==> src/rtl/lwc_pkg.sv <==
// ----------------------------------------------------------------------------
// lwc_pkg
// Shared codes and types for the lock wait chain deadlock checker.
// ----------------------------------------------------------------------------
`timescale 1ns / 1ps

package lwc_pkg;

  localparam int unsigned FuncW = 3;
  localparam int unsigned LockIdW = 6;
  localparam int unsigned ThreadIdW = 4;

  // Operation codes carried in the func field of an input item.
  localparam logic [FuncW-1:0] FUNC_SET_OWNER = 3'd0;
  localparam logic [FuncW-1:0] FUNC_CLR_OWNER = 3'd1;
  localparam logic [FuncW-1:0] FUNC_SET_WAIT  = 3'd2;
  localparam logic [FuncW-1:0] FUNC_CLR_WAIT  = 3'd3;
  localparam logic [FuncW-1:0] FUNC_DL_QUERY  = 3'd4;
  localparam logic [FuncW-1:0] FUNC_TAIL_QRY  = 3'd5;

  // Update command for the wait table.
  typedef struct packed {
    logic set;
    logic clr;
  } wt_upd_t;

endpackage

==> src/rtl/lock_wait_chain_deadlock_checker_core.sv <==
// ----------------------------------------------------------------------------
// lock_wait_chain_deadlock_checker_core
// Wait-for table of lock owners and waited locks with deadlock and
// wait-chain tail queries.
//
//   Channel | Handshake               | Payload
//   --------+-------------------------+----------------------------------------
//   in      | in_valid_i/in_ready_o   | func_i, lock_id_i, thread_id_i
//   out     | out_valid_o/out_ready_i | deadlock_found_o, tail_thread_o,
//           |                         | chain_cycled_o
//
// An update holds the block from its accept through the finish state, and its
// result is loaded into the output register from that state. A deadlock query
// or a tail query holds it while it walks the wait chain, one chain link per
// cycle, set by the single read port of the owner table. After reset the owner
// table is cleared before the first item is accepted. A stalled result is held
// in the output register while the next item is taken; that item then waits
// until the result goes.
// ----------------------------------------------------------------------------
`timescale 1ns / 1ps

module lock_wait_chain_deadlock_checker_core #(
  parameter int unsigned NUM_LOCKS   = 64,
  parameter int unsigned NUM_THREADS = 16
) (
  input  logic       clk_i,
  input  logic       rst_ni,
  input  logic       in_valid_i,
  output logic       in_ready_o,
  input  logic [2:0] func_i,
  input  logic [5:0] lock_id_i,
  input  logic [3:0] thread_id_i,
  output logic       out_valid_o,
  input  logic       out_ready_i,
  output logic       deadlock_found_o,
  output logic [3:0] tail_thread_o,
  output logic       chain_cycled_o
);

  import lwc_pkg::*;

  localparam int unsigned LW = $clog2(NUM_LOCKS);
  localparam int unsigned TW = $clog2(NUM_THREADS);

  logic          ram_we;
  logic [LW-1:0] ram_waddr;
  logic [TW:0]   ram_wdata;
  logic [LW-1:0] ram_raddr;
  logic [TW:0]   ram_rdata;
  wt_upd_t       wt_upd;
  logic [TW-1:0] wt_thread;
  logic [LW-1:0] wt_lock;
  logic [TW-1:0] wt_rd_thread;
  logic          wt_rd_vld;
  logic [LW-1:0] wt_rd_lock;

  lwc_owner_ram #(
    .DEPTH (NUM_LOCKS),
    .WIDTH (TW + 1)
  ) u_owner_ram (
    .clk_i   (clk_i),
    .we_i    (ram_we),
    .waddr_i (ram_waddr),
    .wdata_i (ram_wdata),
    .raddr_i (ram_raddr),
    .rdata_o (ram_rdata)
  );

  lwc_wait_tbl #(
    .NUM_LOCKS   (NUM_LOCKS),
    .NUM_THREADS (NUM_THREADS)
  ) u_wait_tbl (
    .clk_i        (clk_i),
    .rst_ni       (rst_ni),
    .upd_i        (wt_upd),
    .upd_thread_i (wt_thread),
    .upd_lock_i   (wt_lock),
    .rd_thread_i  (wt_rd_thread),
    .rd_vld_o     (wt_rd_vld),
    .rd_lock_o    (wt_rd_lock)
  );

  lwc_walk_ctrl #(
    .NUM_LOCKS   (NUM_LOCKS),
    .NUM_THREADS (NUM_THREADS)
  ) u_walk_ctrl (
    .clk_i            (clk_i),
    .rst_ni           (rst_ni),
    .in_valid_i       (in_valid_i),
    .in_ready_o       (in_ready_o),
    .func_i           (func_i),
    .lock_id_i        (lock_id_i),
    .thread_id_i      (thread_id_i),
    .out_valid_o      (out_valid_o),
    .out_ready_i      (out_ready_i),
    .deadlock_found_o (deadlock_found_o),
    .tail_thread_o    (tail_thread_o),
    .chain_cycled_o   (chain_cycled_o),
    .ram_we_o         (ram_we),
    .ram_waddr_o      (ram_waddr),
    .ram_wdata_o      (ram_wdata),
    .ram_raddr_o      (ram_raddr),
    .ram_rdata_i      (ram_rdata),
    .wt_upd_o         (wt_upd),
    .wt_thread_o      (wt_thread),
    .wt_lock_o        (wt_lock),
    .wt_rd_thread_o   (wt_rd_thread),
    .wt_rd_vld_i      (wt_rd_vld),
    .wt_rd_lock_i     (wt_rd_lock)
  );

endmodule

==> src/rtl/lwc_owner_ram.sv <==
// ----------------------------------------------------------------------------
// lwc_owner_ram
// Owner table: one valid bit and one owner thread per lock, one write port
// and one registered read port.
// ----------------------------------------------------------------------------
`timescale 1ns / 1ps

module lwc_owner_ram #(
  parameter int unsigned DEPTH = 64,
  parameter int unsigned WIDTH = 5
) (
  input  logic                     clk_i,
  input  logic                     we_i,
  input  logic [$clog2(DEPTH)-1:0] waddr_i,
  input  logic [WIDTH-1:0]         wdata_i,
  input  logic [$clog2(DEPTH)-1:0] raddr_i,
  output logic [WIDTH-1:0]         rdata_o
);

  logic [WIDTH-1:0] mem_q [DEPTH];

  always_ff @(posedge clk_i) begin
    if (we_i) begin
      mem_q[waddr_i] <= wdata_i;
    end
    rdata_o <= mem_q[raddr_i];
  end

endmodule

==> src/rtl/lwc_wait_tbl.sv <==
// ----------------------------------------------------------------------------
// lwc_wait_tbl
// Wait table: for each thread a valid bit and the lock it waits for, with
// one update port and one lookup port.
// ----------------------------------------------------------------------------
`timescale 1ns / 1ps

module lwc_wait_tbl #(
  parameter int unsigned NUM_LOCKS   = 64,
  parameter int unsigned NUM_THREADS = 16
) (
  input  logic                           clk_i,
  input  logic                           rst_ni,
  input  lwc_pkg::wt_upd_t               upd_i,
  input  logic [$clog2(NUM_THREADS)-1:0] upd_thread_i,
  input  logic [$clog2(NUM_LOCKS)-1:0]   upd_lock_i,
  input  logic [$clog2(NUM_THREADS)-1:0] rd_thread_i,
  output logic                           rd_vld_o,
  output logic [$clog2(NUM_LOCKS)-1:0]   rd_lock_o
);

  import lwc_pkg::*;

  localparam int unsigned LW = $clog2(NUM_LOCKS);

  logic [NUM_THREADS-1:0] vld_q;
  logic [LW-1:0]          lock_q [NUM_THREADS];

  always_ff @(posedge clk_i or negedge rst_ni) begin
    if (!rst_ni) begin
      vld_q <= '0;
    end else if (upd_i.set) begin
      vld_q[upd_thread_i] <= 1'b1;
    end else if (upd_i.clr) begin
      vld_q[upd_thread_i] <= 1'b0;
    end
  end

  always_ff @(posedge clk_i) begin
    if (upd_i.set) begin
      lock_q[upd_thread_i] <= upd_lock_i;
    end
  end

  assign rd_vld_o  = vld_q[rd_thread_i];
  assign rd_lock_o = lock_q[rd_thread_i];

endmodule

==> src/rtl/lwc_walk_ctrl.sv <==
// ----------------------------------------------------------------------------
// lwc_walk_ctrl
// Sequencer: applies updates, clears the owner table after reset, walks
// wait chains one link per cycle and holds the result register.
// ----------------------------------------------------------------------------
`timescale 1ns / 1ps

module lwc_walk_ctrl #(
  parameter int unsigned NUM_LOCKS   = 64,
  parameter int unsigned NUM_THREADS = 16
) (
  input  logic                           clk_i,
  input  logic                           rst_ni,
  input  logic                           in_valid_i,
  output logic                           in_ready_o,
  input  logic [2:0]                     func_i,
  input  logic [5:0]                     lock_id_i,
  input  logic [3:0]                     thread_id_i,
  output logic                           out_valid_o,
  input  logic                           out_ready_i,
  output logic                           deadlock_found_o,
  output logic [3:0]                     tail_thread_o,
  output logic                           chain_cycled_o,
  output logic                           ram_we_o,
  output logic [$clog2(NUM_LOCKS)-1:0]   ram_waddr_o,
  output logic [$clog2(NUM_THREADS):0]   ram_wdata_o,
  output logic [$clog2(NUM_LOCKS)-1:0]   ram_raddr_o,
  input  logic [$clog2(NUM_THREADS):0]   ram_rdata_i,
  output lwc_pkg::wt_upd_t               wt_upd_o,
  output logic [$clog2(NUM_THREADS)-1:0] wt_thread_o,
  output logic [$clog2(NUM_LOCKS)-1:0]   wt_lock_o,
  output logic [$clog2(NUM_THREADS)-1:0] wt_rd_thread_o,
  input  logic                           wt_rd_vld_i,
  input  logic [$clog2(NUM_LOCKS)-1:0]   wt_rd_lock_i
);

  import lwc_pkg::*;

  localparam int unsigned LW = $clog2(NUM_LOCKS);
  localparam int unsigned TW = $clog2(NUM_THREADS);
  localparam int unsigned CW = $clog2(NUM_LOCKS + 1);

  localparam logic [1:0] ST_CLR  = 2'd0;
  localparam logic [1:0] ST_IDLE = 2'd1;
  localparam logic [1:0] ST_RUN  = 2'd2;
  localparam logic [1:0] ST_FIN  = 2'd3;

  logic [1:0]    state_q, state_d;
  logic          tail_mode_q, tail_mode_d;
  logic [CW-1:0] cnt_q, cnt_d;
  logic [TW-1:0] cur_q, cur_d;
  logic [LW-1:0] clr_q, clr_d;
  logic          res_found_q, res_found_d;
  logic [3:0]    res_tail_q, res_tail_d;
  logic          res_cyc_q, res_cyc_d;
  logic          out_valid_q, out_valid_d;
  logic          out_load;

  logic              accept;
  logic              lock_ok;
  logic              thr_ok;
  logic [LW+5:0]     lock_wide;
  logic [TW+3:0]     thr_wide;
  logic [LW-1:0]     lock_idx;
  logic [TW-1:0]     thr_idx;
  logic              ram_vld;
  logic [TW-1:0]     ram_thread;
  logic [TW+3:0]     cur_wide;
  logic [TW+3:0]     nxt_wide;

  assign accept    = in_valid_i && in_ready_o;
  assign in_ready_o = (state_q == ST_IDLE);

  assign lock_ok   = ({26'd0, lock_id_i} < 32'(NUM_LOCKS));
  assign thr_ok    = ({28'd0, thread_id_i} < 32'(NUM_THREADS));
  assign lock_wide = {{LW{1'b0}}, lock_id_i};
  assign thr_wide  = {{TW{1'b0}}, thread_id_i};
  assign lock_idx  = lock_wide[LW-1:0];
  assign thr_idx   = thr_wide[TW-1:0];

  assign ram_vld    = ram_rdata_i[TW];
  assign ram_thread = ram_rdata_i[TW-1:0];
  assign cur_wide   = {4'd0, cur_q};
  assign nxt_wide   = {4'd0, ram_thread};

  assign wt_thread_o = thr_idx;
  assign wt_lock_o   = lock_idx;

  always_comb begin
    state_d        = state_q;
    tail_mode_d    = tail_mode_q;
    cnt_d          = cnt_q;
    cur_d          = cur_q;
    clr_d          = clr_q;
    res_found_d    = res_found_q;
    res_tail_d     = res_tail_q;
    res_cyc_d      = res_cyc_q;
    out_load       = 1'b0;
    ram_we_o       = 1'b0;
    ram_waddr_o    = lock_idx;
    ram_wdata_o    = '0;
    ram_raddr_o    = lock_idx;
    wt_upd_o       = '0;
    wt_rd_thread_o = thr_idx;

    unique case (state_q)
      ST_CLR: begin
        ram_we_o    = 1'b1;
        ram_waddr_o = clr_q;
        if (clr_q == LW'(NUM_LOCKS - 1)) begin
          state_d = ST_IDLE;
        end else begin
          clr_d = clr_q + 1'b1;
        end
      end
      ST_IDLE: begin
        if (accept) begin
          res_found_d = 1'b0;
          res_tail_d  = '0;
          res_cyc_d   = 1'b0;
          cnt_d       = '0;
          cur_d       = thr_idx;
          state_d     = ST_FIN;
          unique case (func_i)
            FUNC_SET_OWNER: begin
              if (lock_ok && thr_ok) begin
                ram_we_o    = 1'b1;
                ram_wdata_o = {1'b1, thr_idx};
              end
            end
            FUNC_CLR_OWNER: begin
              ram_we_o = lock_ok;
            end
            FUNC_SET_WAIT: begin
              wt_upd_o.set = lock_ok && thr_ok;
            end
            FUNC_CLR_WAIT: begin
              wt_upd_o.clr = thr_ok;
            end
            FUNC_DL_QUERY: begin
              if (lock_ok) begin
                tail_mode_d = 1'b0;
                state_d     = ST_RUN;
              end
            end
            FUNC_TAIL_QRY: begin
              // A thread outside the table, or one that waits for nothing,
              // is its own tail.
              res_tail_d = thread_id_i;
              if (thr_ok && wt_rd_vld_i) begin
                ram_raddr_o = wt_rd_lock_i;
                tail_mode_d = 1'b1;
                state_d     = ST_RUN;
              end
            end
            default: begin
            end
          endcase
        end
      end
      ST_RUN: begin
        wt_rd_thread_o = ram_thread;
        if (!tail_mode_q) begin
          // A chain that survives as many links as there are locks must
          // have come back to a lock it already passed.
          if (!ram_vld || !wt_rd_vld_i) begin
            res_found_d = 1'b0;
            state_d     = ST_FIN;
          end else if (cnt_q == CW'(NUM_LOCKS - 1)) begin
            res_found_d = 1'b1;
            state_d     = ST_FIN;
          end else begin
            cnt_d       = cnt_q + 1'b1;
            ram_raddr_o = wt_rd_lock_i;
          end
        end else begin
          if (!ram_vld) begin
            res_tail_d = cur_wide[3:0];
            state_d    = ST_FIN;
          end else if (cnt_q == CW'(NUM_LOCKS)) begin
            res_tail_d = cur_wide[3:0];
            res_cyc_d  = 1'b1;
            state_d    = ST_FIN;
          end else begin
            cur_d = ram_thread;
            cnt_d = cnt_q + 1'b1;
            if (!wt_rd_vld_i) begin
              res_tail_d = nxt_wide[3:0];
              state_d    = ST_FIN;
            end else begin
              ram_raddr_o = wt_rd_lock_i;
            end
          end
        end
      end
      ST_FIN: begin
        if (!out_valid_q || out_ready_i) begin
          out_load = 1'b1;
          state_d  = ST_IDLE;
        end
      end
      default: begin
        state_d = ST_IDLE;
      end
    endcase
  end

  always_comb begin
    out_valid_d = out_valid_q;
    if (out_load) begin
      out_valid_d = 1'b1;
    end else if (out_ready_i) begin
      out_valid_d = 1'b0;
    end
  end

  always_ff @(posedge clk_i or negedge rst_ni) begin
    if (!rst_ni) begin
      state_q     <= ST_CLR;
      tail_mode_q <= 1'b0;
      cnt_q       <= '0;
      cur_q       <= '0;
      clr_q       <= '0;
      out_valid_q <= 1'b0;
    end else begin
      state_q     <= state_d;
      tail_mode_q <= tail_mode_d;
      cnt_q       <= cnt_d;
      cur_q       <= cur_d;
      clr_q       <= clr_d;
      out_valid_q <= out_valid_d;
    end
  end

  always_ff @(posedge clk_i) begin
    res_found_q <= res_found_d;
    res_tail_q  <= res_tail_d;
    res_cyc_q   <= res_cyc_d;
    if (out_load) begin
      deadlock_found_o <= res_found_q;
      tail_thread_o    <= res_tail_q;
      chain_cycled_o   <= res_cyc_q;
    end
  end

  assign out_valid_o = out_valid_q;

`ifndef SYNTHESIS
  a_run_bound: assert property (@(posedge clk_i) disable iff (!rst_ni)
    (state_q == ST_RUN) |-> (cnt_q <= CW'(NUM_LOCKS)))
    else $error("walk step count beyond the lock count");

  a_flags_excl: assert property (@(posedge clk_i) disable iff (!rst_ni)
    out_valid_o |-> !(deadlock_found_o && chain_cycled_o))
    else $error("deadlock and cycle flags set in one result");

  a_ram_write_src: assert property (@(posedge clk_i) disable iff (!rst_ni)
    ram_we_o |-> ((state_q == ST_CLR) || accept))
    else $error("owner table written outside clear pass or update");

  a_out_from_fin: assert property (@(posedge clk_i) disable iff (!rst_ni)
    $rose(out_valid_q) |-> ($past(state_q) == ST_FIN))
    else $error("result raised without finishing an item");
`endif

endmodule
==> config.mk <==
export PLATFORM = sky130hd
export DESIGN_NAME = lock_wait_chain_deadlock_checker_core
export DESIGN_NICKNAME = d
export VERILOG_FILES = /design/src/rtl/lwc_pkg.sv /design/src/rtl/lock_wait_chain_deadlock_checker_core.sv /design/src/rtl/lwc_owner_ram.sv /design/src/rtl/lwc_wait_tbl.sv /design/src/rtl/lwc_walk_ctrl.sv
export SDC_FILE = /design/constraint.sdc
export NUM_CORES = 1
export LEC_CHECK = 0
export BUFFER_PORTS_ARGS = -buffer_cell sky130_fd_sc_hd__buf_2
export CAP_MARGIN = 15
export CORE_AREA = 4 4 213 215
export CTS_CLUSTER_SIZE = 28
export DETAILED_ROUTE_END_ITERATION = 10
export DIE_AREA = 0 0 217 219
export PLACE_DENSITY_LB_ADDON = 0.2
export SLEW_MARGIN = 10
export SYNTH_ARGS = -nofsm -noshare
export SYNTH_HDL_FRONTEND = slang
export SYNTH_HIERARCHICAL = 1
export SYNTH_SLANG_ARGS = --single-unit
==> constraint.sdc <==
create_clock -name clk_i -period 14.9 [get_ports clk_i]
set_input_delay 1.49 -clock clk_i [delete_from_list [all_inputs] [get_ports clk_i]]
set_output_delay 1.49 -clock clk_i [all_outputs]
set_load 0.02 [all_outputs]
==> impl_metrics.json <==
{
  "status": "complete, no violations",
  "drtIter0Drc": 911,
  "yosys.area.top_type": "edfxtp_1",
  "worstSkewPairLatency_ps": 580,
  "pwr-share-clk_pct": 42.9,
  "slew_headroom_pct": 32.8,
  "power.density_mw_per_mm2": 122,
  "worst_pin_slew_ps": 1000,
  "drv_cap": 0,
  "drive_above_1_share_pct": 19.7,
  "r2r_end": "u_owner_ram/rdata_o[4]",
  "stdcell_area_mm2": 0.0215,
  "arrival_ps": 7370,
  "fin_crit_ps": 6910,
  "pwr-share-seq_pct": 54.4,
  "cts.repair.resized": 0,
  "antenna_found_initial": 1,
  "skew_ps": 28.2,
  "drt-total-wl_um": 42200,
  "synth_common_cells": "edfxtp_1, nor2_1, mux4_2, o21ai_0, nand2_1",
  "finalNetCount": 1101,
  "netlist_area_mm2": 0.0194,
  "min_delay_path_depth": 0,
  "die-width_um": 217,
  "cpMostUsedCell": "nand2_1",
  "grt_pass1_wl_um": 64300,
  "tns_ps": 0,
  "placed_area_mm2": 0.0199,
  "power_frac_comb_pct": 2.7,
  "row_count": 77,
  "cts_tree": "built",
  "synth_nets": 1082,
  "synth_most_common_cell": "edfxtp_1",
  "drt_first_pass_iters": 5,
  "cts-root-buf": "clkbuf_16",
  "diodes": 0,
  "rsz0062_at_grt": "no",
  "swShare_pct": 20.0,
  "cts-buffers-inserted": 48,
  "drv_slew": 0,
  "fin_crit_sh_pct": 46.4,
  "min_path_type": "flip-flop to flip-flop",
  "dp_hpwl_um": 26300,
  "path_clk_slew_ps": 60,
  "viasPerCell": 5.76,
  "grt_max_degree": 69,
  "clock-sinks": 470,
  "die_y_um": 219,
  "async_flop_share_pct": 7.87,
  "hold_viol": 0,
  "avgRoutedWirePerCell_um": 24.7,
  "ctsHtreeMaxLevel": 2,
  "start_util_pct": 44.4,
  "synth_area_leaders": "edfxtp_1, mux4_2, dfrtp_1, mux4_1, nor2_1",
  "r2r_cells": 18,
  "yosysUniqueCellTypes": 64,
  "drc": 0,
  "r2r-start": "u_walk_ctrl/state_q[0]",
  "worst_setup_path_start_kind": "flip-flop",
  "clk_path_buf_depth": 3,
  "syn_avg_cell_area_um2": 18.3,
  "crit_slowest_cell": "buf_4",
  "worst_slack_ps": 7990,
  "portBuffers": 24,
  "ir_worst_vdd_mv": 0.0656,
  "internal_power_uw": 2100,
  "r2r_slack_ps": 7990,
  "vias": 9846,
  "post-cts-setup-buffers": 0,
  "antenna_left": 0,
  "worstPathCellList": "inv_1 -> ha_1 -> mux2_2 -> buf_4 -> mux4_1 -> a22oi_1 -> nand2_1 -> nand2_1 -> nand2_1 -> nand3_1 -> a221o_2 -> a22o_4 -> buf_4 -> mux4_1 -> mux2_2 -> o221ai_1 -> a31oi_1 -> or3_1",
  "whs_ps": 421,
  "grt_pass1_vias": 10075,
  "synth_edf_count": 428,
  "grt-ovfl-total": 0,
  "core_area_mm2": 0.0437,
  "yosys_warnings": 6,
  "yosysSeqAreaShare_pct": 71.5,
  "worstSetupEndpointType": "flip-flop",
  "setup_viol": 0,
  "critPathMaxStageDelay_ps": 790,
  "hold_end": "u_walk_ctrl/tail_thread_o[3]",
  "critPathRequiredTime_ps": 15360,
  "crit_fanout": 45,
  "fmax_mhz": 145,
  "design.die.area_mm2": 0.0475,
  "holdBufCountCts": 0,
  "yosys_register_bits": 470,
  "hold_path.startpoint": "u_walk_ctrl/res_tail_q[3]",
  "gp_congestion": 0.788,
  "path_class": "flip-flop to flip-flop",
  "syn2layout_area_growth_pct": 10.6,
  "post-place-ws_ps": 7600,
  "grt_usage_pct": 18.0,
  "leakage_uw": 0.00653,
  "fin_util_pct": 49.1,
  "synthFlopType": "edfxtp_1",
  "switchingPower_uw": 525,
  "synth_top_area_share_pct": 66.2,
  "synthCells": 1058,
  "pin_count": 25
}
worst max path at each step:
stage / slack (ps) / endpoint / from / cells after the start
6_report: 7990 / u_owner_ram/rdata_o[4] / u_walk_ctrl/state_q[0] / 18
3_5_place_dp: 7600 / u_owner_ram/rdata_o[4] / thread_id_i[0] / 17
2_1_floorplan: 8110 / u_owner_ram/mem_q[0][0] / in_valid_i / 3
3_3_place_gp: 7660 / u_owner_ram/rdata_o[2] / thread_id_i[0] / 17
4_1_cts: 7900 / u_owner_ram/rdata_o[4] / u_walk_ctrl/state_q[0] / 18
5_1_grt: 7510 / u_owner_ram/rdata_o[1] / u_walk_ctrl/state_q[0] / 18
worst max-delay path: cells and delay by family, from the launching register on:
kind	cells	cell delay (ps)
fa+ha+maj	1	760
simple gates	5	870
compound gates	5	1460
flops	1	410
buf+inv	3	1330
mux	4	1890
power groups by stage:
stage	Combinational (µW)	Clock (µW)	Sequential [µW]
global route	75.8	1210	1430
floorplan	52.2	0	1450
CTS	71.8	1150	1430
global placement	71.5	0	1450
detailed placement	71.8	0	1450
finish	70.4	1120	1430
cell usage in the layout (no fill, tap or decap), types with 4 or more instances in the layout:
| cell | count |
|---|---|
| nor3_1 | 13 |
| nand2b_1 | 9 |
| buf_4 | 9 |
| clkinv_2 | 8 |
| nand4_1 | 4 |
| dfxtp_1 | 5 |
| a21oi_1 | 8 |
| or3_1 | 6 |
| a31oi_1 | 8 |
| clkbuf_1 | 13 |
| inv_1 | 10 |
| o21ai_0 | 48 |
| nor2_1 | 89 |
| edfxtp_1 | 428 |
| o221ai_1 | 7 |
| nor4_1 | 5 |
| mux2_1 | 6 |
| mux2i_1 | 15 |
| clkbuf_16 | 50 |
| and2_2 | 4 |
| a22oi_1 | 18 |
| nand3_1 | 19 |
| dfrtp_1 | 37 |
| mux4_1 | 31 |
| ha_1 | 7 |
| o22ai_1 | 13 |
| nand2_1 | 41 |
| nor2b_1 | 7 |
| mux2_2 | 22 |
| nand3b_1 | 7 |
| clkinv_1 | 13 |
| buf_2 | 24 |
| mux4_2 | 77 |
metrics by stage:
stage,std cells,total power (µW)
floorplan,1058,1500
global placement,1617,1530
detailed placement,1617,1530
CTS,1706,2650
global route,1708,2720
finish,1708,2620
final cells by class:
cell class	instances	area [µm²]
clock buffer	63	1300
inverter	10	37.5
fill	3643	22300
timing repair buffer	35	228
clock inverter	26	180
sequential	470	13900
tap	592	741
multi-input combinational	512	5090
flip-flops by register name, indices dropped and copies added (netlist names), named ones only:
signal / count
u_owner_ram/mem_q: 320
u_wait_tbl/lock_q: 96
u_walk_ctrl/cnt_q: 7
u_walk_ctrl/clr_q: 6
u_owner_ram/rdata_o: 5
u_walk_ctrl/cur_q: 4
u_walk_ctrl/res_tail_q: 4
u_walk_ctrl/tail_thread_o: 4
u_walk_ctrl/state_q: 2
u_walk_ctrl/chain_cycled_o: 1
u_walk_ctrl/deadlock_found_o: 1
u_walk_ctrl/out_valid_o: 1
u_walk_ctrl/res_cyc_q: 1
u_walk_ctrl/res_found_q: 1
u_walk_ctrl/tail_mode_q: 1
kinds of logic (layout without fill, tap and decap cells):
kind of cell             count (synthesis)  after routing  synth area share [%]
buffers and inverters                   76            134                  2.39
multiplexers                           151            151                  15.5
XOR/XNOR                                 4              4                 0.181
adder cells (fa/ha/maj)                  7              7                 0.451
AND/OR/NAND/NOR                        224            224                  5.66
AO/OA/AOI/OAI                          126            126                  4.27
flip-flops                             470            470                  71.5
routing by layer:
| layer | track usage (%) | up-vias | share of wire [%] |
|---|---|---|---|
| li1 | - | 4329 | - |
| met1 | 25.8 | 5149 | 45 |
| met2 | 28.4 | 293 | 47 |
| met3 | 3.36 | 75 | 5.6 |
| met4 | 5.47 | 0 | 2.7 |
| met5 | 0 | - | 0 |
(Power assumes the default switching activity.)
